--- src/rtl/tofc_pkg.sv ---
// ----------------------------------------------------------------------------
// tofc_pkg
// Shared constants, types and the arctangent table of the tilt correction.
// ----------------------------------------------------------------------------
`default_nettype none

package tofc_pkg;

  localparam int MAX_SAMPLES       = 1024;
  localparam int CORDIC_ITERATIONS = 24;

  localparam int CNT_W  = $clog2(MAX_SAMPLES + 1);
  localparam int SUM_W  = 23 + CNT_W;
  localparam int CW     = 34;   // CORDIC word
  localparam int MW     = 51;   // offset products
  localparam int DIVN_W = 54;   // dividend / quotient
  localparam int DIVD_W = 31;   // divisor
  localparam int SQ_W   = 62;   // root radicand
  localparam int ROOT_W = 31;
  localparam int F_W    = 24;

  localparam logic [4:0] ITER_LAST = 5'(CORDIC_ITERATIONS - 1);

  localparam logic signed [CW-1:0]  CORDIC_GAIN = 34'sd652032874;
  localparam logic signed [CW-1:0]  TILT_LIMIT  = 34'sd5898240;
  localparam logic signed [F_W-1:0] F_MAX       = 24'sd8388607;
  localparam logic signed [F_W-1:0] F_MIN       = -24'sd8388608;

  typedef enum logic [1:0] {
    REG_OFFSET_X    = 2'd0,
    REG_OFFSET_Y    = 2'd1,
    REG_BODY_RADIUS = 2'd2
  } reg_idx_e;

  typedef struct packed {
    logic start;
    logic vect;
  } cordic_req_t;

  typedef enum logic [4:0] {
    ST_IDLE,
    ST_ROT,
    ST_MUL1,
    ST_MUL2,
    ST_DIVS,
    ST_SQ,
    ST_SQRTC,
    ST_VEC,
    ST_DIVD,
    ST_DIVL,
    ST_NSQ1,
    ST_NSQ2,
    ST_SQRTN,
    ST_ACC,
    ST_AVGD,
    ST_AVGL,
    ST_AVGN,
    ST_FIN
  } state_e;

  // atan(2^-i) in degrees, Q.24
  function automatic logic signed [CW-1:0] atan_lut(input logic [4:0] i);
    logic signed [CW-1:0] v;
    begin
      unique case (i)
        5'd0:  v = 34'sd754974720;
        5'd1:  v = 34'sd445687602;
        5'd2:  v = 34'sd235489088;
        5'd3:  v = 34'sd119537938;
        5'd4:  v = 34'sd60000934;
        5'd5:  v = 34'sd30029717;
        5'd6:  v = 34'sd15018523;
        5'd7:  v = 34'sd7509720;
        5'd8:  v = 34'sd3754917;
        5'd9:  v = 34'sd1877466;
        5'd10: v = 34'sd938734;
        5'd11: v = 34'sd469367;
        5'd12: v = 34'sd234684;
        5'd13: v = 34'sd117342;
        5'd14: v = 34'sd58671;
        5'd15: v = 34'sd29335;
        5'd16: v = 34'sd14668;
        5'd17: v = 34'sd7334;
        5'd18: v = 34'sd3667;
        5'd19: v = 34'sd1833;
        5'd20: v = 34'sd917;
        5'd21: v = 34'sd458;
        5'd22: v = 34'sd229;
        5'd23: v = 34'sd115;
        5'd24: v = 34'sd57;
        5'd25: v = 34'sd29;
        5'd26: v = 34'sd14;
        5'd27: v = 34'sd7;
        5'd28: v = 34'sd4;
        5'd29: v = 34'sd2;
        5'd30: v = 34'sd1;
        default: v = '0;
      endcase
      return v;
    end
  endfunction

endpackage

`default_nettype wire

--- src/rtl/tofc_div.sv ---
// ----------------------------------------------------------------------------
// tofc_div
// Restoring unsigned divider, one quotient bit per cycle.
// ----------------------------------------------------------------------------
`default_nettype none

module tofc_div (
  input  wire                              clk_i,
  input  wire                              rst_ni,
  input  wire                              start_i,
  input  wire [tofc_pkg::DIVN_W-1:0]       dividend_i,
  input  wire [tofc_pkg::DIVD_W-1:0]       divisor_i,
  output logic                             done_o,
  output logic [tofc_pkg::DIVN_W-1:0]      quot_o
);

  logic [tofc_pkg::DIVN_W-1:0] quot_q;
  logic [tofc_pkg::DIVD_W-1:0] div_q, rem_q;
  logic [tofc_pkg::DIVD_W:0]   rem_sh;
  logic [5:0] cnt_q;
  logic       busy_q, done_q, ge;

  assign rem_sh = {rem_q, quot_q[tofc_pkg::DIVN_W-1]};
  assign ge     = rem_sh >= {1'b0, div_q};

  always_ff @(posedge clk_i or negedge rst_ni) begin
    if (!rst_ni) begin
      busy_q <= 1'b0;
      done_q <= 1'b0;
      cnt_q  <= '0;
    end else begin
      done_q <= 1'b0;
      if (start_i) begin
        busy_q <= 1'b1;
        cnt_q  <= 6'(tofc_pkg::DIVN_W);
      end else if (busy_q) begin
        cnt_q <= cnt_q - 6'd1;
        if (cnt_q == 6'd1) begin
          busy_q <= 1'b0;
          done_q <= 1'b1;
        end
      end
    end
  end

  always_ff @(posedge clk_i) begin
    if (start_i) begin
      quot_q <= dividend_i;
      div_q  <= divisor_i;
      rem_q  <= '0;
    end else if (busy_q) begin
      quot_q <= {quot_q[tofc_pkg::DIVN_W-2:0], ge};
      rem_q  <= ge ? tofc_pkg::DIVD_W'(rem_sh - {1'b0, div_q})
                   : tofc_pkg::DIVD_W'(rem_sh);
    end
  end

  assign done_o = done_q;
  assign quot_o = quot_q;

endmodule

`default_nettype wire

--- config.mk ---
export PLATFORM = sky130hd
export DESIGN_NAME = tofc_div
export DESIGN_NICKNAME = d
export VERILOG_FILES = /design/src/rtl/tofc_pkg.sv /design/src/rtl/tofc_div.sv
export SDC_FILE = /design/constraint.sdc
export NUM_CORES = 1
export LEC_CHECK = 0
export BUFFER_PORTS_ARGS = -buffer_cell sky130_fd_sc_hd__buf_2
export CAP_MARGIN = 20
export CELL_PAD_IN_SITES_DETAIL_PLACEMENT = 0
export CELL_PAD_IN_SITES_GLOBAL_PLACEMENT = 1
export CORE_MARGIN = 8
export CORE_UTILIZATION = 46
export DETAILED_ROUTE_END_ITERATION = 16
export PLACE_DENSITY = 0.86
export SYNTH_ARGS = -nofsm -noshare
export SYNTH_HDL_FRONTEND = slang
export SYNTH_SLANG_ARGS = --single-unit
--- constraint.sdc ---
create_clock -name clk_i -period 7.72 [get_ports clk_i]
set_input_delay 1.158 -clock clk_i [delete_from_list [all_inputs] [get_ports clk_i]]
set_output_delay 1.158 -clock clk_i [all_outputs]
set_load 0.01 [all_outputs]
==> metrics.txt <==
outcome=complete, no violations; Worst-Margin Slew=0.988 ns; fmax=306 MHz; Root Buffer=clkbuf_16; dominant cell type by area after synthesis=edfxtp_1; endpoints failing hold=0; Worst Path Class, Setup=register to register; Filler cells=1316; Leakage=3.70 nW; Die Width=139 µm; hold crit path type=register to register; total number of vias=5314; top cells by area, synth=edfxtp_1 (37%), mux2_2 (9.1%), dfxtp_1 (8.9%); number of flops mapped to enable cells by yosys=85; RSZ-0062 raised after global routing=false; Worst Slack Setup Final=4.46 ns; Reg clk slew, reported paths=0.06 ns; Cells after DPL=949; Worst path slowest cell=a21oi_4; Worst Path Required=8.05 ns; CTS max path bufs=2; Netlist cell types=65; clock sink total=124; gr usage total=17.5%; Max Slew Vio Count=0; DRC viols=0; CTS tree=done; Yosys Warn Count=0; share of cells above drive strength 1=31.0%; Layout area overhead=19.6%; H-tree Lvls=4; I/O Pins=143; CP Cell Sequence=inv_1 > ha_1 > a21oi_1 > o21ai_0 > o41a_2 > a21oi_4 > buf_4 > nand2_1 > o31a_1 > a211oi_1; first-pass GRT wire length=27.4 mm; nets@finish=903; setup bufs post-CTS=0; Register Area=3370 µm²; via/cell ratio=5.41; CTS Buf Count=17; max_slew headroom=34.2%; post-place setup slack=4.26 ns; Setup violations, final=0; Fin Hold WS=0.493 ns; Async SR Flop Fraction=6.45%; setup total negative slack=0 ns; CORE AREA=15000 µm²; vias in the first global route=5540; biggest cell delay along the critical path=0.51 ns; Routed Antenna Nets=0; Layout Skew=0.00858 ns; Die Y=139 µm; die footprint=19300 µm²; Post-CTS Resized=0; Non-Filler Instances=982; gpl congestion=0.825; crit path capture type=register; Inserted Diodes=0; leading cell type in the layout, fill and taps excluded=buf_2; flops & latches, synth=124; initial antenna violation count=2; Total Power=1.71 mW; final instance area=8310 µm²; area of the multi-input gates=3260 µm²; Post-Synthesis Cells=647; Net Count, Synth=769; Initial DRT Pass Iterations=4; Iter 0 DRT Violations=190; Worst Path Max Fanout=30; DP HPWL=12.2 mm; register area share after synthesis=48.6%; Synth top area share=36.8%; PortBufs=142; Hold Buf Count CTS=0; crit path DAT=3.59 ns; most common flop cell mapped by yosys=edfxtp_1; total global routing overflow=0; fin util=55.5%; period utilisation layout=42.3%; synthesized area=6940 µm²; Final min period=3.26 ns; Initial Utilization=46.4%; FP Rows=45; worst vdd ir=160 µV; commonest cells after routing, fill and taps aside=buf_2 (141), edfxtp_1 (85), nor2_1 (65); power per cell area=205 nW/µm²; mean area per synthesized cell=10.7 µm²; post-place instance area=7760 µm²; largest net degree at the start of global routing=68; Total Wirelength=16.5 mm; clk_lat worst skew=0.41 ns; wire per inst=16.8 µm; CP Launch Type=register; max-cap viol count=0
[critical path: cells and delay by family, from the launching register on]
family,cells,cell delay (ns)
AO/OA/AOI/OAI,6,1.85
buffers and inverters,2,0.51
adder cells (fa/ha/maj),1,0.36
flip-flops,1,0.34
AND/OR/NAND/NOR,1,0.13
[final timing paths]
kind	start	end	slack, ns	cells after the start
min in group asynchronous	rst_ni	cnt_q[5]	0.57	1
worst min register to register	rem_q[1]	rem_q[1]	0.49	2
max in group asynchronous	rst_ni	cnt_q[0]	6.98	1
worst max-delay path	div_q[15]	rem_q[8]	4.46	10
worst max register to register	div_q[15]	rem_q[8]	4.46	10
worst min-delay path	rem_q[1]	rem_q[1]	0.49	2
[synthesized netlist by cell type (12+ instances only)]
cell / count
a211oi_1: 20
a21o_1: 14
a21oi_1: 42
clkbuf_1: 20
dfxtp_1: 31
edfxtp_1: 85
ha_1: 33
inv_1: 41
mux2_2: 56
mux2i_1: 15
nand2_1: 43
nor2_1: 65
nor3_1: 12
o21ai_0: 17
xnor2_1: 12
xor2_1: 13
[layer usage]
metal / global-route usage (%) / share of wire [%] / up-vias / routed length (µm)
li1: - / - / 2642 / -
met1: 20.5 / 43 / 2482 / 7110
met2: 27.8 / 46 / 166 / 7640
met3: 8.40 / 9.4 / 20 / 1550
met4: 5.31 / 1.2 / 4 / 195
met5: 0 / 0.097 / - / 16
[registers in the layout, indices dropped and copies added, names as in the netlist]
register / count
rem_q: 31
quot_o: 54
busy_q: 1
div_q: 31
done_o: 1
cnt_q: 6
[area by class of cell]
type,instances,share of cell area (%)
repair buffers,146,9.19
inverters,41,1.85
clock inverters,15,1.19
flip-flops and latches,124,40.6
well taps,188,2.83
clock buffers,17,5.12
multi-input cells,451,39.2
[power by group]
part / internal, mW / switching (mW) / total [mW]
clock network: 0.408 / 0.306 / 0.713
registers: 0.764 / 0.0248 / 0.789
logic: 0.0960 / 0.107 / 0.203
total: 1.27 / 0.438 / 1.71
[kinds of logic (layout without fill, tap and decap cells)]
logic type / count (synthesis) / count (layout) / synth area share, %
AO/OA/AOI/OAI: 145 / 145 / 14.4
XOR/XNOR: 25 / 25 / 3.15
adder cells (fa/ha/maj): 34 / 34 / 6.23
buffers and inverters: 72 / 219 / 4.50
flip-flops: 124 / 124 / 48.6
multiplexers: 73 / 73 / 11.6
AND/OR/NAND/NOR: 174 / 174 / 11.6
Power figures use the tool's default switching activity.
