<file path="config.mk">
export PLATFORM = sky130hd
export DESIGN_NAME = tofc_cordic
export DESIGN_NICKNAME = d
export VERILOG_FILES = /design/src/rtl/tofc_pkg.sv /design/src/rtl/tofc_cordic.sv
export SDC_FILE = /design/constraint.sdc
export NUM_CORES = 1
export LEC_CHECK = 0
export ABC_AREA = 1
export BUFFER_PORTS_ARGS = -buffer_cell sky130_fd_sc_hd__buf_2
export CAP_MARGIN = 10
export CORE_ASPECT_RATIO = 2
export CORE_UTILIZATION = 48
export CTS_BUF_LIST = sky130_fd_sc_hd__clkbuf_4 sky130_fd_sc_hd__clkbuf_8
export CTS_CLUSTER_SIZE = 28
export DETAILED_ROUTE_END_ITERATION = 6
export PLACE_DENSITY = 0.7
export SYNTH_ARGS = -nofsm -noshare
export SYNTH_HDL_FRONTEND = slang
export SYNTH_SLANG_ARGS = --single-unit
</file>
<file path="constraint.sdc">
create_clock -name clk_i -period 4.15 [get_ports clk_i]
set_input_delay 0.83 -clock clk_i [delete_from_list [all_inputs] [get_ports clk_i]]
set_output_delay 0.83 -clock clk_i [all_outputs]
set_load 0.05 [all_outputs]
</file>
<file path="src/rtl/tofc_pkg.sv">
// ----------------------------------------------------------------------------
// tofc_pkg
// Shared constants, types and the arctangent table of the tilt correction.
// ----------------------------------------------------------------------------
`default_nettype none

package tofc_pkg;

  localparam int MAX_SAMPLES       = 1024;
  localparam int CORDIC_ITERATIONS = 24;

  localparam int CNT_W  = $clog2(MAX_SAMPLES + 1);
  localparam int SUM_W  = 23 + CNT_W;
  localparam int CW     = 34;   // CORDIC word
  localparam int MW     = 51;   // offset products
  localparam int DIVN_W = 54;   // dividend / quotient
  localparam int DIVD_W = 31;   // divisor
  localparam int SQ_W   = 62;   // root radicand
  localparam int ROOT_W = 31;
  localparam int F_W    = 24;

  localparam logic [4:0] ITER_LAST = 5'(CORDIC_ITERATIONS - 1);

  localparam logic signed [CW-1:0]  CORDIC_GAIN = 34'sd652032874;
  localparam logic signed [CW-1:0]  TILT_LIMIT  = 34'sd5898240;
  localparam logic signed [F_W-1:0] F_MAX       = 24'sd8388607;
  localparam logic signed [F_W-1:0] F_MIN       = -24'sd8388608;

  typedef enum logic [1:0] {
    REG_OFFSET_X    = 2'd0,
    REG_OFFSET_Y    = 2'd1,
    REG_BODY_RADIUS = 2'd2
  } reg_idx_e;

  typedef struct packed {
    logic start;
    logic vect;
  } cordic_req_t;

  typedef enum logic [4:0] {
    ST_IDLE,
    ST_ROT,
    ST_MUL1,
    ST_MUL2,
    ST_DIVS,
    ST_SQ,
    ST_SQRTC,
    ST_VEC,
    ST_DIVD,
    ST_DIVL,
    ST_NSQ1,
    ST_NSQ2,
    ST_SQRTN,
    ST_ACC,
    ST_AVGD,
    ST_AVGL,
    ST_AVGN,
    ST_FIN
  } state_e;

  // atan(2^-i) in degrees, Q.24
  function automatic logic signed [CW-1:0] atan_lut(input logic [4:0] i);
    logic signed [CW-1:0] v;
    begin
      unique case (i)
        5'd0:  v = 34'sd754974720;
        5'd1:  v = 34'sd445687602;
        5'd2:  v = 34'sd235489088;
        5'd3:  v = 34'sd119537938;
        5'd4:  v = 34'sd60000934;
        5'd5:  v = 34'sd30029717;
        5'd6:  v = 34'sd15018523;
        5'd7:  v = 34'sd7509720;
        5'd8:  v = 34'sd3754917;
        5'd9:  v = 34'sd1877466;
        5'd10: v = 34'sd938734;
        5'd11: v = 34'sd469367;
        5'd12: v = 34'sd234684;
        5'd13: v = 34'sd117342;
        5'd14: v = 34'sd58671;
        5'd15: v = 34'sd29335;
        5'd16: v = 34'sd14668;
        5'd17: v = 34'sd7334;
        5'd18: v = 34'sd3667;
        5'd19: v = 34'sd1833;
        5'd20: v = 34'sd917;
        5'd21: v = 34'sd458;
        5'd22: v = 34'sd229;
        5'd23: v = 34'sd115;
        5'd24: v = 34'sd57;
        5'd25: v = 34'sd29;
        5'd26: v = 34'sd14;
        5'd27: v = 34'sd7;
        5'd28: v = 34'sd4;
        5'd29: v = 34'sd2;
        5'd30: v = 34'sd1;
        default: v = '0;
      endcase
      return v;
    end
  endfunction

endpackage

`default_nettype wire

</file>
<file path="src/rtl/tofc_cordic.sv">
// ----------------------------------------------------------------------------
// tofc_cordic
// One-step-per-cycle CORDIC, rotation or vectoring mode, degrees Q.24.
// ----------------------------------------------------------------------------
`default_nettype none

module tofc_cordic (
  input  wire                                 clk_i,
  input  wire                                 rst_ni,
  input  wire tofc_pkg::cordic_req_t          req_i,
  input  wire logic signed [tofc_pkg::CW-1:0] x_i,
  input  wire logic signed [tofc_pkg::CW-1:0] y_i,
  input  wire logic signed [tofc_pkg::CW-1:0] z_i,
  output logic                                done_o,
  output logic signed [tofc_pkg::CW-1:0]      x_o,
  output logic signed [tofc_pkg::CW-1:0]      y_o,
  output logic signed [tofc_pkg::CW-1:0]      z_o
);

  logic signed [tofc_pkg::CW-1:0] x_q, y_q, z_q, dx, dy, a;
  logic [4:0] i_q;
  logic       busy_q, vect_q, done_q, pos;

  assign dx  = y_q >>> i_q;
  assign dy  = x_q >>> i_q;
  assign a   = tofc_pkg::atan_lut(i_q);
  assign pos = vect_q ? y_q[tofc_pkg::CW-1] : !z_q[tofc_pkg::CW-1];

  always_ff @(posedge clk_i or negedge rst_ni) begin
    if (!rst_ni) begin
      busy_q <= 1'b0;
      done_q <= 1'b0;
      vect_q <= 1'b0;
      i_q    <= '0;
    end else begin
      done_q <= 1'b0;
      if (req_i.start) begin
        busy_q <= 1'b1;
        vect_q <= req_i.vect;
        i_q    <= '0;
      end else if (busy_q) begin
        i_q <= i_q + 5'd1;
        if (i_q == tofc_pkg::ITER_LAST) begin
          busy_q <= 1'b0;
          done_q <= 1'b1;
        end
      end
    end
  end

  always_ff @(posedge clk_i) begin
    if (req_i.start) begin
      x_q <= req_i.vect ? x_i : tofc_pkg::CORDIC_GAIN;
      y_q <= req_i.vect ? y_i : '0;
      z_q <= req_i.vect ? '0 : z_i;
    end else if (busy_q) begin
      if (pos) begin
        x_q <= x_q - dx;
        y_q <= y_q + dy;
        z_q <= z_q - a;
      end else begin
        x_q <= x_q + dx;
        y_q <= y_q - dy;
        z_q <= z_q + a;
      end
    end
  end

  assign done_o = done_q;
  assign x_o    = x_q;
  assign y_o    = y_q;
  assign z_o    = z_q;

endmodule

`default_nettype wire

</file>
==> impl_metrics.env, run 1 <==
export IMPL_status="aborted with a tool error"
export IMPL_haltStage="5_1_grt"
export IMPL_stop_error="[ERROR GRT-0232] Routing congestion too high. Check the congestion heatmap in the GUI."
export IMPL_synth_top_area_cell="nand2_1"
export IMPL_postGrtWorstEndpoint="x_o[33]$_DFFE_PP_/D"
export IMPL_ys_seq_area_share_pct=19.0
export IMPL_cts_sinks=110
export IMPL_grt_use_total_pct=79.6
export IMPL_pin_count=209
export IMPL_rows=97
export IMPL_yosysTopAreaCellShare_pct=19.6
export IMPL_io_buffers=208
export IMPL_cts_max_level=3
export IMPL_synth_warnings=0
export IMPL_ctsHoldBuffers=0
export IMPL_yosys_cell_types_count=61
export IMPL_synthArstFlopShare_pct=7.27
export IMPL_grt_max_degree=69
export IMPL_netlist_area_mm2=0.0172
export IMPL_overflow=247
export IMPL_syn_avg_cell_area_um2=6.15
export IMPL_clockBufferDepth=2
export IMPL_die_x_um=136
export IMPL_place_hpwl_um=70700
export IMPL_synth_edf_count=102
export IMPL_root_buffer="clkbuf_8"
export IMPL_cts_buffers=9
export IMPL_die_h_um=270
export IMPL_synth_ff_type="edfxtp_1"
export IMPL_endpoint_type="sequential cell input"
export IMPL_globalplace_congestion=1.12
export IMPL_place_ws_ns=-1.20
export IMPL_netlist_instances=2798
export IMPL_syn_num_nets=3023
export IMPL_ys_ff_latch=110
export IMPL_initial_core_util_pct=48.9
export IMPL_synth_area_leaders="nand2_1 20%, edfxtp_1 18%, nand3_1 11%, ha_1 8.4%, inv_1 5.2%"
-- cells in the mapped netlist (all sizes together), types with 2 or more instances --
master     n
nor3      29
fa         3
nand2    916
a31oi     23
nand4     28
a22o       7
dfrtp      8
or2       15
o221ai     5
o21bai    10
o31ai      5
a2111oi    2
o311ai     3
nand3    374
o211ai    11
a22oi      2
clkbuf    36
nand3b     2
xnor2     49
a21o      19
o22a      12
ha       116
a21boi     5
nor2     255
edfxtp   102
a32o      13
xor2      75
o22ai      2
a211oi     3
nor4       6
inv      251
o21ai    175
buf       71
a21oi    151
a221oi     4
o2111ai    2
o21a       4
-- routing by layer --
layer  track usage (%)  overflow
met4              82.5        95
met2              96.3       137
met1              77.2         6
met3              64.7         9
met5              31.9         0
-- cell families after synthesis --
kind of cell             Yosys count  synth area share, %
AND/OR/NAND/NOR                 1626                 40.6
XOR/XNOR                         124                 6.32
adder cells (fa/ha/maj)          119                 8.79
flip-flops                       110                 19.0
AO/OA/AOI/OAI                    460                 15.9
buffers and inverters            359                 9.43
-- through the flow --
step / area [um^2] / hold slack, ns / utilization (%) / instances
2_1_floorplan: 17300 / 0.459 / - / 2798
3_3_place_gp: 24800 / 0.532 / 70.5 / 4200
3_5_place_dp: 24800 / 0.534 / 70.5 / 4200
4_1_cts: 27900 / 0.180 / 79.1 / 4283
-- timing repair --
action                     in CTS
pin swaps                     163
setup buffers                  62
gates cloned                    7
gates resized for setup       568
setup endpoints to repair      84
==> run 2: changes to the inputs <==
Settings changed: CORE_ASPECT_RATIO 2 to not set, CORE_UTILIZATION 48 to 33, CTS_BUF_LIST sky130_fd_sc_hd__clkbuf_4 sky130_fd_sc_hd__clkbuf_8 to not set, CTS_CLUSTER_SIZE 28 to not set, PLACE_DENSITY 0.7 to not set, PLACE_DENSITY_LB_ADDON set to 0.15.
Clock period 4.15 ns to 5.4 ns, I/O delays scaled along.
==> run 2 against run 1 <==
Effect of this change: the run now ends clean; area after synthesis is the same; synthesized cell count unchanged.
==> impl_metrics.env, run 2 <==
export IMPL_status="finished clean"
export IMPL_antenna_found_initial=1
export IMPL_grt_pass1_vias=18600
export IMPL_cts_sinks=110
export IMPL_root_buffer="clkbuf_16"
export IMPL_grt_use_met3_pct=3.06
export IMPL_rows=83
export IMPL_drt_wl_total_um=69200
export IMPL_cts_buffers=9
export IMPL_layout_cells_non_filler=3647
export IMPL_netlist_instances=2798
export IMPL_ys_ff_latch=110
export IMPL_layout_common_cells="898 x nand2_1, 362 x nand3_1, 234 x inv_1"
export IMPL_place_ws_ns=0.230
export IMPL_grt_use_total_pct=25.8
export IMPL_relSlewSlack_pct=30.3
export IMPL_setup_viol=0
export IMPL_layout_drive_gt1_share_pct=12.9
export IMPL_place_hpwl_um=56300
export IMPL_nets=3186
export IMPL_yosys_cell_types_count=61
export IMPL_worstReg2RegEnd="z_o[33]"
export IMPL_mostFrequentLayoutCell="nand2_1"
export IMPL_worstSetupPathType="flop to flop"
export IMPL_fin_crit_ns=5.07
export IMPL_rrSetupSlack_ns=0.33
export IMPL_rr_worst_depth=24
export IMPL_cts_tree="yes"
export IMPL_whs_ns=0.530
export IMPL_io_buffers=208
export IMPL_busiest_layer="met2"
export IMPL_synth_ff_type="edfxtp_1"
export IMPL_fmax_mhz=197
export IMPL_initial_core_util_pct=33.4
export IMPL_slew_violations=0
export IMPL_first_pass_iters=5
export IMPL_grt_max_degree=68
export IMPL_min_path_type="input pin to async pin"
export IMPL_period_share_pct=94.0
export IMPL_clock_latency_ns=0.40
export IMPL_synth_area_leaders="nand2_1 20%, edfxtp_1 18%, nand3_1 11%, ha_1 8.4%, inv_1 5.2%"
export IMPL_drc=0
export IMPL_crit_required_ns=5.55
export IMPL_wl_per_cell_um=19.0
export IMPL_syn_num_nets=3023
export IMPL_grt_use_met2_pct=39.6
export IMPL_synth_warnings=0
export IMPL_worst_setup_path_end_kind="flop"
export IMPL_dieArea_mm2=0.0530
export IMPL_pin_count=209
export IMPL_crit_arrival_ns=5.22
export IMPL_grt_first_pass_wirelength_um=106000
export IMPL_ys_seq_area_share_pct=19.0
export IMPL_nFillCells=5770
export IMPL_postRouteAntennaNets=0
export IMPL_cts_max_level=3
export IMPL_overflow=0
export IMPL_synth_most_common_cell="nand2_1"
export IMPL_crit_path_start_kind="flop"
export IMPL_vias=19500
export IMPL_netlist_area_mm2=0.0172
export IMPL_synth_top_area_cell="nand2_1"
export IMPL_layout_setup_ws_ns=0.327
export IMPL_crit_end="z_o[33]"
export IMPL_rsz0062_at_grt="no"
export IMPL_fin_tns_setup_ns=0
export IMPL_die_x_um=230
export IMPL_via_per_inst=5.35
export IMPL_worstPathMaxFanout=28
export IMPL_use_met1_pct=37.5
export IMPL_ctsHoldBuffers=0
export IMPL_yosysTopAreaCellShare_pct=19.6
export IMPL_coreArea_mm2=0.0514
export IMPL_drt_iter0_markers=1463
export IMPL_syn_avg_cell_area_um2=6.15
export IMPL_r2r_start="i_q[0]"
export IMPL_synthArstFlopShare_pct=7.27
export IMPL_globalplace_congestion=0.959
export IMPL_finalClockSkew_ns=0.0146
export IMPL_clockBufferDepth=2
export IMPL_placedCellCount=3628
export IMPL_critical_path_startpoint="i_q[0]"
export IMPL_synth_edf_count=102
export IMPL_hold_violations=0
export IMPL_clk_pin_slew_ns=0.08
export IMPL_max_cap_violations=0
export IMPL_tightestPinTransition_ns=1.05
export IMPL_die_h_um=230
export IMPL_syn_to_final_growth_pct=12.0
export IMPL_synth_common_cells="899 x nand2_1, 363 x nand3_1, 236 x inv_1, 231 x nor2_1, 147 x a21oi_1"
-- run 2: cell counts after synthesis --
Identical to the previous run, type by type.
-- run 2: area by class of cell --
class / count / area (um^2) / share of cell area, %
Clock buffer: 14 / 287 / 1.49
Inverter: 252 / 962 / 5.00
Tap cell: 680 / 851 / 4.42
Antenna cell: 1 / 2.50 / 0.0130
Timing Repair Buffer: 259 / 1530 / 7.94
Multi-Input combinational cell: 2329 / 12300 / 64.1
Clock inverter: 2 / 13.8 / 0.0715
Sequential cell: 110 / 3270 / 17.0
-- run 2: cells by family (layout without fill, tap and decap cells) --
logic type	after synthesis	count (layout)	share of synthesized area, %
other cells	0	1	0
buf+inv	359	527	9.43
compound gates	460	460	15.9
xor+xnor	124	124	6.32
flops	110	110	19.0
fa+ha+maj	119	119	8.79
simple gates	1626	1626	40.6
-- run 2: stage by stage --
stage          instance area [um^2]  utilization [%]
3_3_place_gp                  18900             36.8
5_1_grt                       19300             37.5
6_report                      19300             37.5
2_1_floorplan                 17200                -
4_1_cts                       19200             37.4
3_5_place_dp                  18900             36.8
-- run 2: how the worst min path moves through the flow --
stage	endpoint	from	slack, ns	depth (start not counted)
final	i_q[1]	rst_ni	0.53	1
after global routing	i_q[1]	rst_ni	0.52	1
after CTS	i_q[1]	rst_ni	0.51	1
after detailed placement	vect_q	vect_q	0.51	2
after global placement	vect_q	vect_q	0.51	2
after floorplan	vect_q	vect_q	0.46	2
-- run 2: worst max-delay path, cell delays in order (launching register included) --
cell	delay (ns)
dfrtp_2	0.45
buf_4	0.24
ha_1	0.28
nor2_1	0.34
o21ai_1	0.13
o31ai_1	0.09
nor2_1	0.08
a21oi_2	0.22
nand2_1	0.13
nor2_4	0.17
nand3_2	0.11
nor2_2	0.16
nand2_2	0.10
nand2_1	0.15
xnor2_1	0.14
ha_1	0.31
a21o_1	0.22
a31oi_1	0.30
o21ai_0	0.24
o21ai_0	0.27
o211ai_1	0.13
a31oi_1	0.29
nand3_1	0.12
nand3_1	0.09
nand2_1	0.07
-- run 2: per-layer routing --
| layer | part of all wire, % | vias to the layer above |
|---|---|---|
| met5 | 0 | - |
| met1 | 49 | 9043 |
| li1 | - | 9708 |
| met4 | 2.1 | 0 |
| met2 | 43 | 700 |
| met3 | 6.2 | 66 |
-- run 2: repair_timing --
item | CTS | global route
gates resized for setup | 0 | 10
endpoints found under the setup margin | 0 | 17
setup buffers | 0 | 2
hold endpoints to repair | 0 | 0
Power of run 2 is not shown: default switching activity piles up to over one toggle a cycle in this logic, so the estimate is an artifact.
