===== src/rtl/tofc_pkg.sv =====
// ----------------------------------------------------------------------------
// tofc_pkg
// Shared constants, types and the arctangent table of the tilt correction.
// ----------------------------------------------------------------------------
`default_nettype none

package tofc_pkg;

  localparam int MAX_SAMPLES       = 1024;
  localparam int CORDIC_ITERATIONS = 24;

  localparam int CNT_W  = $clog2(MAX_SAMPLES + 1);
  localparam int SUM_W  = 23 + CNT_W;
  localparam int CW     = 34;   // CORDIC word
  localparam int MW     = 51;   // offset products
  localparam int DIVN_W = 54;   // dividend / quotient
  localparam int DIVD_W = 31;   // divisor
  localparam int SQ_W   = 62;   // root radicand
  localparam int ROOT_W = 31;
  localparam int F_W    = 24;

  localparam logic [4:0] ITER_LAST = 5'(CORDIC_ITERATIONS - 1);

  localparam logic signed [CW-1:0]  CORDIC_GAIN = 34'sd652032874;
  localparam logic signed [CW-1:0]  TILT_LIMIT  = 34'sd5898240;
  localparam logic signed [F_W-1:0] F_MAX       = 24'sd8388607;
  localparam logic signed [F_W-1:0] F_MIN       = -24'sd8388608;

  typedef enum logic [1:0] {
    REG_OFFSET_X    = 2'd0,
    REG_OFFSET_Y    = 2'd1,
    REG_BODY_RADIUS = 2'd2
  } reg_idx_e;

  typedef struct packed {
    logic start;
    logic vect;
  } cordic_req_t;

  typedef enum logic [4:0] {
    ST_IDLE,
    ST_ROT,
    ST_MUL1,
    ST_MUL2,
    ST_DIVS,
    ST_SQ,
    ST_SQRTC,
    ST_VEC,
    ST_DIVD,
    ST_DIVL,
    ST_NSQ1,
    ST_NSQ2,
    ST_SQRTN,
    ST_ACC,
    ST_AVGD,
    ST_AVGL,
    ST_AVGN,
    ST_FIN
  } state_e;

  // atan(2^-i) in degrees, Q.24
  function automatic logic signed [CW-1:0] atan_lut(input logic [4:0] i);
    logic signed [CW-1:0] v;
    begin
      unique case (i)
        5'd0:  v = 34'sd754974720;
        5'd1:  v = 34'sd445687602;
        5'd2:  v = 34'sd235489088;
        5'd3:  v = 34'sd119537938;
        5'd4:  v = 34'sd60000934;
        5'd5:  v = 34'sd30029717;
        5'd6:  v = 34'sd15018523;
        5'd7:  v = 34'sd7509720;
        5'd8:  v = 34'sd3754917;
        5'd9:  v = 34'sd1877466;
        5'd10: v = 34'sd938734;
        5'd11: v = 34'sd469367;
        5'd12: v = 34'sd234684;
        5'd13: v = 34'sd117342;
        5'd14: v = 34'sd58671;
        5'd15: v = 34'sd29335;
        5'd16: v = 34'sd14668;
        5'd17: v = 34'sd7334;
        5'd18: v = 34'sd3667;
        5'd19: v = 34'sd1833;
        5'd20: v = 34'sd917;
        5'd21: v = 34'sd458;
        5'd22: v = 34'sd229;
        5'd23: v = 34'sd115;
        5'd24: v = 34'sd57;
        5'd25: v = 34'sd29;
        5'd26: v = 34'sd14;
        5'd27: v = 34'sd7;
        5'd28: v = 34'sd4;
        5'd29: v = 34'sd2;
        5'd30: v = 34'sd1;
        default: v = '0;
      endcase
      return v;
    end
  endfunction

endpackage

`default_nettype wire


===== src/rtl/tofc_sqrt.sv =====
// ----------------------------------------------------------------------------
// tofc_sqrt
// Digit-by-digit integer square root, one root bit per cycle.
// ----------------------------------------------------------------------------
`default_nettype none

module tofc_sqrt (
  input  wire                              clk_i,
  input  wire                              rst_ni,
  input  wire                              start_i,
  input  wire [tofc_pkg::SQ_W-1:0]         rad_i,
  output logic                             done_o,
  output logic [tofc_pkg::ROOT_W-1:0]      root_o
);

  logic [tofc_pkg::SQ_W-1:0] v_q, r_q, b_q, t;
  logic busy_q, done_q;

  assign t = r_q + b_q;

  always_ff @(posedge clk_i or negedge rst_ni) begin
    if (!rst_ni) begin
      busy_q <= 1'b0;
      done_q <= 1'b0;
    end else begin
      done_q <= 1'b0;
      if (start_i) begin
        busy_q <= 1'b1;
      end else if (busy_q && b_q[0]) begin
        busy_q <= 1'b0;
        done_q <= 1'b1;
      end
    end
  end

  always_ff @(posedge clk_i) begin
    if (start_i) begin
      v_q <= rad_i;
      r_q <= '0;
      b_q <= tofc_pkg::SQ_W'(1) << (tofc_pkg::SQ_W - 2);
    end else if (busy_q) begin
      if (v_q >= t) begin
        v_q <= v_q - t;
        r_q <= (r_q >> 1) + b_q;
      end else begin
        r_q <= r_q >> 1;
      end
      b_q <= b_q >> 2;
    end
  end

  assign done_o = done_q;
  assign root_o = r_q[tofc_pkg::ROOT_W-1:0];

endmodule

`default_nettype wire

===== config.mk =====
export PLATFORM = sky130hd
export DESIGN_NAME = tofc_sqrt
export DESIGN_NICKNAME = d
export VERILOG_FILES = /design/src/rtl/tofc_pkg.sv /design/src/rtl/tofc_sqrt.sv
export SDC_FILE = /design/constraint.sdc
export NUM_CORES = 1
export LEC_CHECK = 0
export ABC_AREA = 1
export BUFFER_PORTS_ARGS = -buffer_cell sky130_fd_sc_hd__buf_2
export CAP_MARGIN = 10
export CORE_ASPECT_RATIO = 0.75
export CORE_MARGIN = 2
export CORE_UTILIZATION = 35
export CTS_BUF_LIST = sky130_fd_sc_hd__clkbuf_4
export DETAILED_ROUTE_END_ITERATION = 8
export GPL_ROUTABILITY_DRIVEN = 0
export PLACE_DENSITY_LB_ADDON = 0.3
export SYNTH_ARGS = -nofsm -noshare
export SYNTH_HDL_FRONTEND = slang
export SYNTH_SLANG_ARGS = --single-unit

===== constraint.sdc =====
create_clock -name clk_i -period 15.6 [get_ports clk_i]
set_clock_uncertainty 0.1 [all_clocks]
set_input_delay 0 -clock clk_i [delete_from_list [all_inputs] [get_ports clk_i]]
set_output_delay 0 -clock clk_i [all_outputs]
set_load 0.005 [all_outputs]

==> flow_metrics.env, run 1 <==
export IMPL_clkPwrFrac=0.088
export IMPL_arrival_ns=6.87
export IMPL_synthTopCellsByCount="nand2_1, inv_1, nor2_1, nand3_1, a21oi_1"
export IMPL_tritoncts="done"
export IMPL_switching_share=0.564
export IMPL_pre_cts_slack_ns=9.33
export IMPL_period_needed_ns=6.64
export IMPL_leakage_nw=9.60
export IMPL_combPwrFrac=0.683
export IMPL_hold_viol_final=0
export IMPL_ys_ff_latch=157
export IMPL_path_cells="ha_1 -> nand2_1 -> inv_1 -> o21ai_0 -> o21ai_0 -> a21oi_1 -> o21ai_0 -> nand3b_1 -> nand2_1 -> nand2_1 -> nand2_1 -> ha_1 -> nand2_1 -> o21ai_0 -> a21oi_1 -> nand3_1 -> nor2_4 -> buf_4 -> nand2_8 -> nand2_2 -> nand2_2 -> buf_4"
export IMPL_cts_buffers=17
export IMPL_drt_total_wl_um=75500
export IMPL_clockBufferDepth=2
export IMPL_grt_pass1_vias=19000
export IMPL_rows=74
export IMPL_clkTransAtPathRegs_ns=0.19
export IMPL_crit_path_end_kind="flop"
export IMPL_htree_levels=4
export IMPL_layout_cells_non_filler=4204
export IMPL_p_seq_frac=0.229
export IMPL_max_stage_delay_ns=0.66
export IMPL_synth_most_common_cell="nand2_1"
export IMPL_synthTopCellsByArea="nand2_1, dfxtp_1, edfxtp_1"
export IMPL_dp_cells=4092
export IMPL_worst_path_buf_inv=3
export IMPL_min_period_over_period=0.426
export IMPL_intPower_mw=1.41
export IMPL_setup_viol_count_final=0
export IMPL_synthDistinctLibCells=43
export IMPL_drtAntennaViolNets=0
export IMPL_grt_start_max_net_pins=92
export IMPL_crit_slowest_cell="buf_4"
export IMPL_worst_pin_slew_ns=0.935
export IMPL_r2r_setup_slack_ns=8.96
export IMPL_cap_violations=0
export IMPL_p_per_area_nw_per_um2=154
export IMPL_final_core_util=0.388
export IMPL_fmax_ghz=0.151
export IMPL_yosys_warnings=0
export IMPL_viasPerCell=5.25
export IMPL_synth_area_um2=19100
export IMPL_grt_total_usage=0.261
export IMPL_drc=0
export IMPL_status="finished clean"
export IMPL_finalSetupTns_ns=0
export IMPL_required_ns=15.83
export IMPL_netlist_area_leader_share=0.218
export IMPL_synth_nets=3566
export IMPL_io_pins=97
export IMPL_dieArea_um2=56400
export IMPL_clock_sinks=157
export IMPL_final_area_um2=21000
export IMPL_drive_above_1_share=0.0474
export IMPL_syn_inst=3374
export IMPL_core_region_area_um2=54200
export IMPL_area_growth_pct=10.1
export IMPL_cpMostUsedCell="nand2_1"
export IMPL_post_synth_top_area_cell="nand2_1"
export IMPL_dpl_cell_area_um2=19900
export IMPL_startpoint_type="flop"
export IMPL_synth_edff_count=62
export IMPL_vias=22100
export IMPL_vdd_drop_max_v=0.0000707
export IMPL_setup_ws_ns=8.96
export IMPL_final_seq_area_um2=3770
export IMPL_port_buffers=96
export IMPL_multi_input_comb_area_um2=13000
export IMPL_wl_per_cell_um=17.9
export IMPL_ctsRootBufferMaster="clkbuf_4"
export IMPL_chipWidth_um=273
export IMPL_antenna_found_initial=1
export IMPL_dp_hpwl_um=61400
export IMPL_die_y_um=206
export IMPL_firstDrtPassIters=7
export IMPL_clk_latency_ns=0.69
export IMPL_slew_violations=0
export IMPL_fill_cells=6064
export IMPL_grt_pass1_wl_um=113000
export IMPL_rsz0062_at_grt="no"
export IMPL_initial_core_util=0.352
export IMPL_ys_seq_area_frac=0.198
export IMPL_path_max_fanout=91
export IMPL_crit_type="reg2reg"
export IMPL_nNetsFinal=3659
export IMPL_overflow=0
export IMPL_slew_headroom=0.377
export IMPL_drt_initial_drc_count=2961
export IMPL_cpLargestDelayFamily="compound AO/OA/AOI/OAI gates"
export IMPL_hold_path_class="in2reg"
export IMPL_avgSynthCellArea_um2=5.65
export IMPL_ys_flop_type="dfxtp_1"
export IMPL_p_sw_mw=1.82
export IMPL_async_flop_share=0.0127
flip-flops by register name, indices dropped and copies added, names as in the netlist:
register,flops
v_q,62
busy_q,1
b_q,31
done_o,1
r_q,62
cells by family after synthesis:
logic type,synth area share
AO/OA/AOI/OAI,0.130
XOR/XNOR,0.0340
adder cells (fa/ha/maj),0.0837
buffers and inverters,0.123
flip-flops,0.198
AND/OR/NAND/NOR,0.431
path summary, 6_finish.rpt:
| kind | from | end | cells past startpoint |
|---|---|---|---|
| min in group asynchronous | rst_ni | busy_q$_DFFE_PN0P_ | 3 |
| max reg2reg | r_q[4]$_SDFFE_PP0P_ | v_q[30]$_DFFE_PP_ | 22 |
| min | rad_i[10] | v_q[10]$_DFFE_PP_ | 4 |
| max in group asynchronous | rst_ni | busy_q$_DFFE_PN0P_ | 3 |
| max | r_q[4]$_SDFFE_PP0P_ | v_q[30]$_DFFE_PP_ | 22 |
| min reg2reg | b_q[14]$_SDFFE_PP0P_ | b_q[12]$_SDFFE_PP0P_ | 2 |
metal layers:
layer / vias to the layer above / track usage / part of all wire
li1: 11000 / - / -
met1: 9968 / 0.396 / 0.48
met2: 1052 / 0.370 / 0.39
met3: 66 / 0.0711 / 0.12
met4: 2 / 0.0324 / 0.010
met5: - / 0.00965 / 0.00091
worst register-to-register path: stages (launching register included):
cell and delay, ns:
dfxtp_1 0.52, ha_1 0.32, nand2_1 0.10, inv_1 0.04, o21ai_0 0.36, o21ai_0 0.23
a21oi_1 0.47, o21ai_0 0.41, nand3b_1 0.30, nand2_1 0.07, nand2_1 0.06, nand2_1 0.07
ha_1 0.38, nand2_1 0.18, o21ai_0 0.36, a21oi_1 0.17, nand3_1 0.16, nor2_4 0.04
buf_4 0.24, nand2_8 0.49, nand2_2 0.29, nand2_2 0.13, buf_4 0.66
placed cells by master, fill, tap and decap left out, types with 55 or more instances in the layout:
| cell | instances |
|---|---|
| o21ai_0 | 174 |
| dlygate4sd3_1 | 78 |
| nor2_1 | 424 |
| a21oi_1 | 222 |
| inv_1 | 466 |
| dfxtp_1 | 93 |
| nand3_1 | 287 |
| buf_2 | 95 |
| nand2_1 | 1104 |
| edfxtp_1 | 62 |
| nand3b_1 | 55 |
| ha_1 | 126 |
power by group through the flow:
stage	Clock, mW	Combinational (mW)	Sequential (mW)
finish	0.283	2.20	0.738
global route	0.301	2.44	0.750
CTS	0.284	2.14	0.734
detailed placement	0	2.12	0.743
global placement	0	2.11	0.743
floorplan	0	1.61	0.667
final cells by class:
cell class	count	area share
multi-input combinational	2641	0.617
sequential	157	0.180
inverter	468	0.0837
timing repair buffer	182	0.0630
tap	722	0.0430
clock inverter	14	0.00709
clock buffer	18	0.00644
antenna	2	0.000238
through the flow:
step                      hold WS (ns)  power [mW]
after detailed placement        -0.293        2.86
after global routing           0.00283        3.49
after floorplan                 -0.396        2.28
after global placement          -0.295        2.86
after CTS                     0.000127        3.16
final                           0.0177        3.23
timing repair:
action,in CTS,in global routing
endpoints found under the hold margin,105,0
hold buffers,78,0
gates resized for setup,0,0
buffers inserted,0,0
setup endpoints to repair,0,0
No activity file was read; power rests on OpenSTA's default activity.
==> run 2: changes to the inputs <==
Clock period 15.6 ns to 5.55 ns, I/O delays scaled along.
==> run 2 against run 1 <==
Against the previous run: utilization up 1.1 points; sequential share of layout area down 0.47 points; fmax grew 25%; via count grew 2.4%; die area unchanged; largest cell class unchanged; clock power grew to 3.0 times the previous value; combinational power grew to 3.0 times the previous value; clock-buffer cell count fell by 1; largest power group unchanged.
==> flow_metrics.env, run 2 (same netlist as run 1, synthesis figures left out) <==
export IMPL_status="finished clean"
export IMPL_vdd_drop_max_v=0.000404
export IMPL_path_max_fanout=37
export IMPL_grt_pass1_wl_um=116000
export IMPL_startpoint_type="flop"
export IMPL_final_common_cell="nand2_1"
export IMPL_slew_violations=0
export IMPL_crit_type="reg2reg"
export IMPL_port_buffers=96
export IMPL_wl_per_cell_um=18.2
export IMPL_viasPerCell=5.31
export IMPL_fmax_ghz=0.188
export IMPL_grt_start_max_net_pins=69
export IMPL_crit_path_end_kind="flop"
export IMPL_leakage_nw=9.89
export IMPL_tritoncts="done"
export IMPL_clockBufferDepth=2
export IMPL_cap_violations=0
export IMPL_clk_latency_ns=0.73
export IMPL_area_growth_pct=13.2
export IMPL_worst_pin_slew_ns=0.871
export IMPL_period_needed_ns=5.31
export IMPL_clock_sinks=157
export IMPL_required_ns=5.90
export IMPL_drive_above_1_share=0.0532
export IMPL_vias=22600
export IMPL_clkTransAtPathRegs_ns=0.18
export IMPL_antenna_found_initial=1
export IMPL_dp_hpwl_um=61900
export IMPL_fill_cells=5980
export IMPL_io_pins=97
export IMPL_min_period_over_period=0.957
export IMPL_rsz0062_at_grt="no"
export IMPL_rows=74
export IMPL_die_y_um=206
export IMPL_firstDrtPassIters=6
export IMPL_slew_headroom=0.413
export IMPL_p_per_area_nw_per_um2=435
export IMPL_core_region_area_um2=54200
export IMPL_final_area_um2=21600
export IMPL_dieArea_um2=56400
export IMPL_arrival_ns=5.66
export IMPL_most_common_layout_cells="nand2_1, inv_1, nor2_1"
export IMPL_drt_initial_drc_count=3120
export IMPL_dpl_cell_area_um2=20100
export IMPL_cts_buffers=17
export IMPL_hold_path_class="in2reg"
export IMPL_reg_top3="r_q: 62 flops, v_q: 62 flops, b_q: 31 flops"
export IMPL_drc=0
export IMPL_grt_total_usage=0.271
export IMPL_grt_pass1_vias=19800
export IMPL_drt_total_wl_um=77600
export IMPL_finalSetupTns_ns=0
export IMPL_initial_core_util=0.352
export IMPL_hold_viol_final=0
export IMPL_chipWidth_um=273
export IMPL_ctsRootBufferMaster="clkbuf_4"
export IMPL_nNetsFinal=3714
export IMPL_htree_levels=4
export IMPL_setup_viol_count_final=0
export IMPL_overflow=0
export IMPL_drtAntennaViolNets=0
## run 2: area by class of cell
cell class	instances	area, um^2	share of cell area
timing repair buffer	237	1870	0.0868
sequential	157	3780	0.175
tap	722	903	0.0419
multi-input combinational	2641	13000	0.601
clock inverter	15	176	0.00818
clock buffer	17	128	0.00592
antenna	1	2.50	0.000116
inverter	468	1760	0.0814
## run 2: critical path: stages, from the launching register on
cell	delay, ns
dfxtp_1	0.47
ha_1	0.40
nand2_1	0.11
o21ai_0	0.32
nand2_1	0.16
o21ai_0	0.44
inv_1	0.12
nor2_1	0.10
o21ai_0	0.12
nand3_1	0.18
xor2_1	0.26
ha_1	0.38
nand2_1	0.26
o21ai_0	0.20
a21oi_1	0.30
nand3_1	0.17
nor2_4	0.17
nand2_8	0.19
nand2_2	0.13
nand2_2	0.14
clkbuf_16	0.30
## run 2: repair_timing
| action | 4_1_cts | 5_1_grt |
|---|---|---|
| hold endpoints to repair | 110 | 0 |
| buffers inserted | 0 | 0 |
| endpoints found under the setup margin | 0 | 83 |
| gates resized for setup | 0 | 6 |
| hold buffers | 112 | 0 |
## run 2: final timing paths
kind | startpoint | to | slack [ns] | depth (start not counted)
min in group asynchronous | rst_ni | done_o$_DFF_PN0_ | 0.07 | 3
worst max-delay path | r_q[26]$_SDFFE_PP0P_ | v_q[57]$_DFFE_PP_ | 0.24 | 20
worst max register to register | r_q[26]$_SDFFE_PP0P_ | v_q[57]$_DFFE_PP_ | 0.24 | 20
worst min register to register | r_q[0]$_SDFFE_PP0P_ | r_q[0]$_SDFFE_PP0P_ | 0.43 | 2
max in group asynchronous | rst_ni | busy_q$_DFFE_PN0P_ | 5.13 | 3
worst min-delay path | rad_i[21] | v_q[21]$_DFFE_PP_ | 0.04 | 4
## run 2: per-stage QoR
stage	instances	total power [mW]	hold slack, ns	utilization	setup WS (ns)
finish	4258	9.38	0.0402	0.398	0.236
floorplan	3374	6.41	-0.396	-	0.459
global route	4258	10.1	0.0483	0.398	0.0156
CTS	4256	9.09	0.00352	0.397	0.413
detailed placement	4112	8.16	-0.287	0.371	0.447
global placement	4112	8.16	-0.290	0.371	0.484
## run 2: metal layers
layer | track usage | vias to the layer above | part of all wire
met5 | 0 | - | 0
met4 | 0.0673 | 0 | 0.021
met3 | 0.0871 | 97 | 0.13
met2 | 0.375 | 1256 | 0.38
met1 | 0.398 | 10200 | 0.47
li1 | - | 11100 | -
## run 2: power by group
group,total [mW],switching [mW],leakage (nW),internal (mW)
clock,0.845,0.559,0.167,0.286
sequential,2.03,0.345,1.43,1.69
combinational,6.50,4.36,8.30,2.13
total,9.38,5.27,9.89,4.11
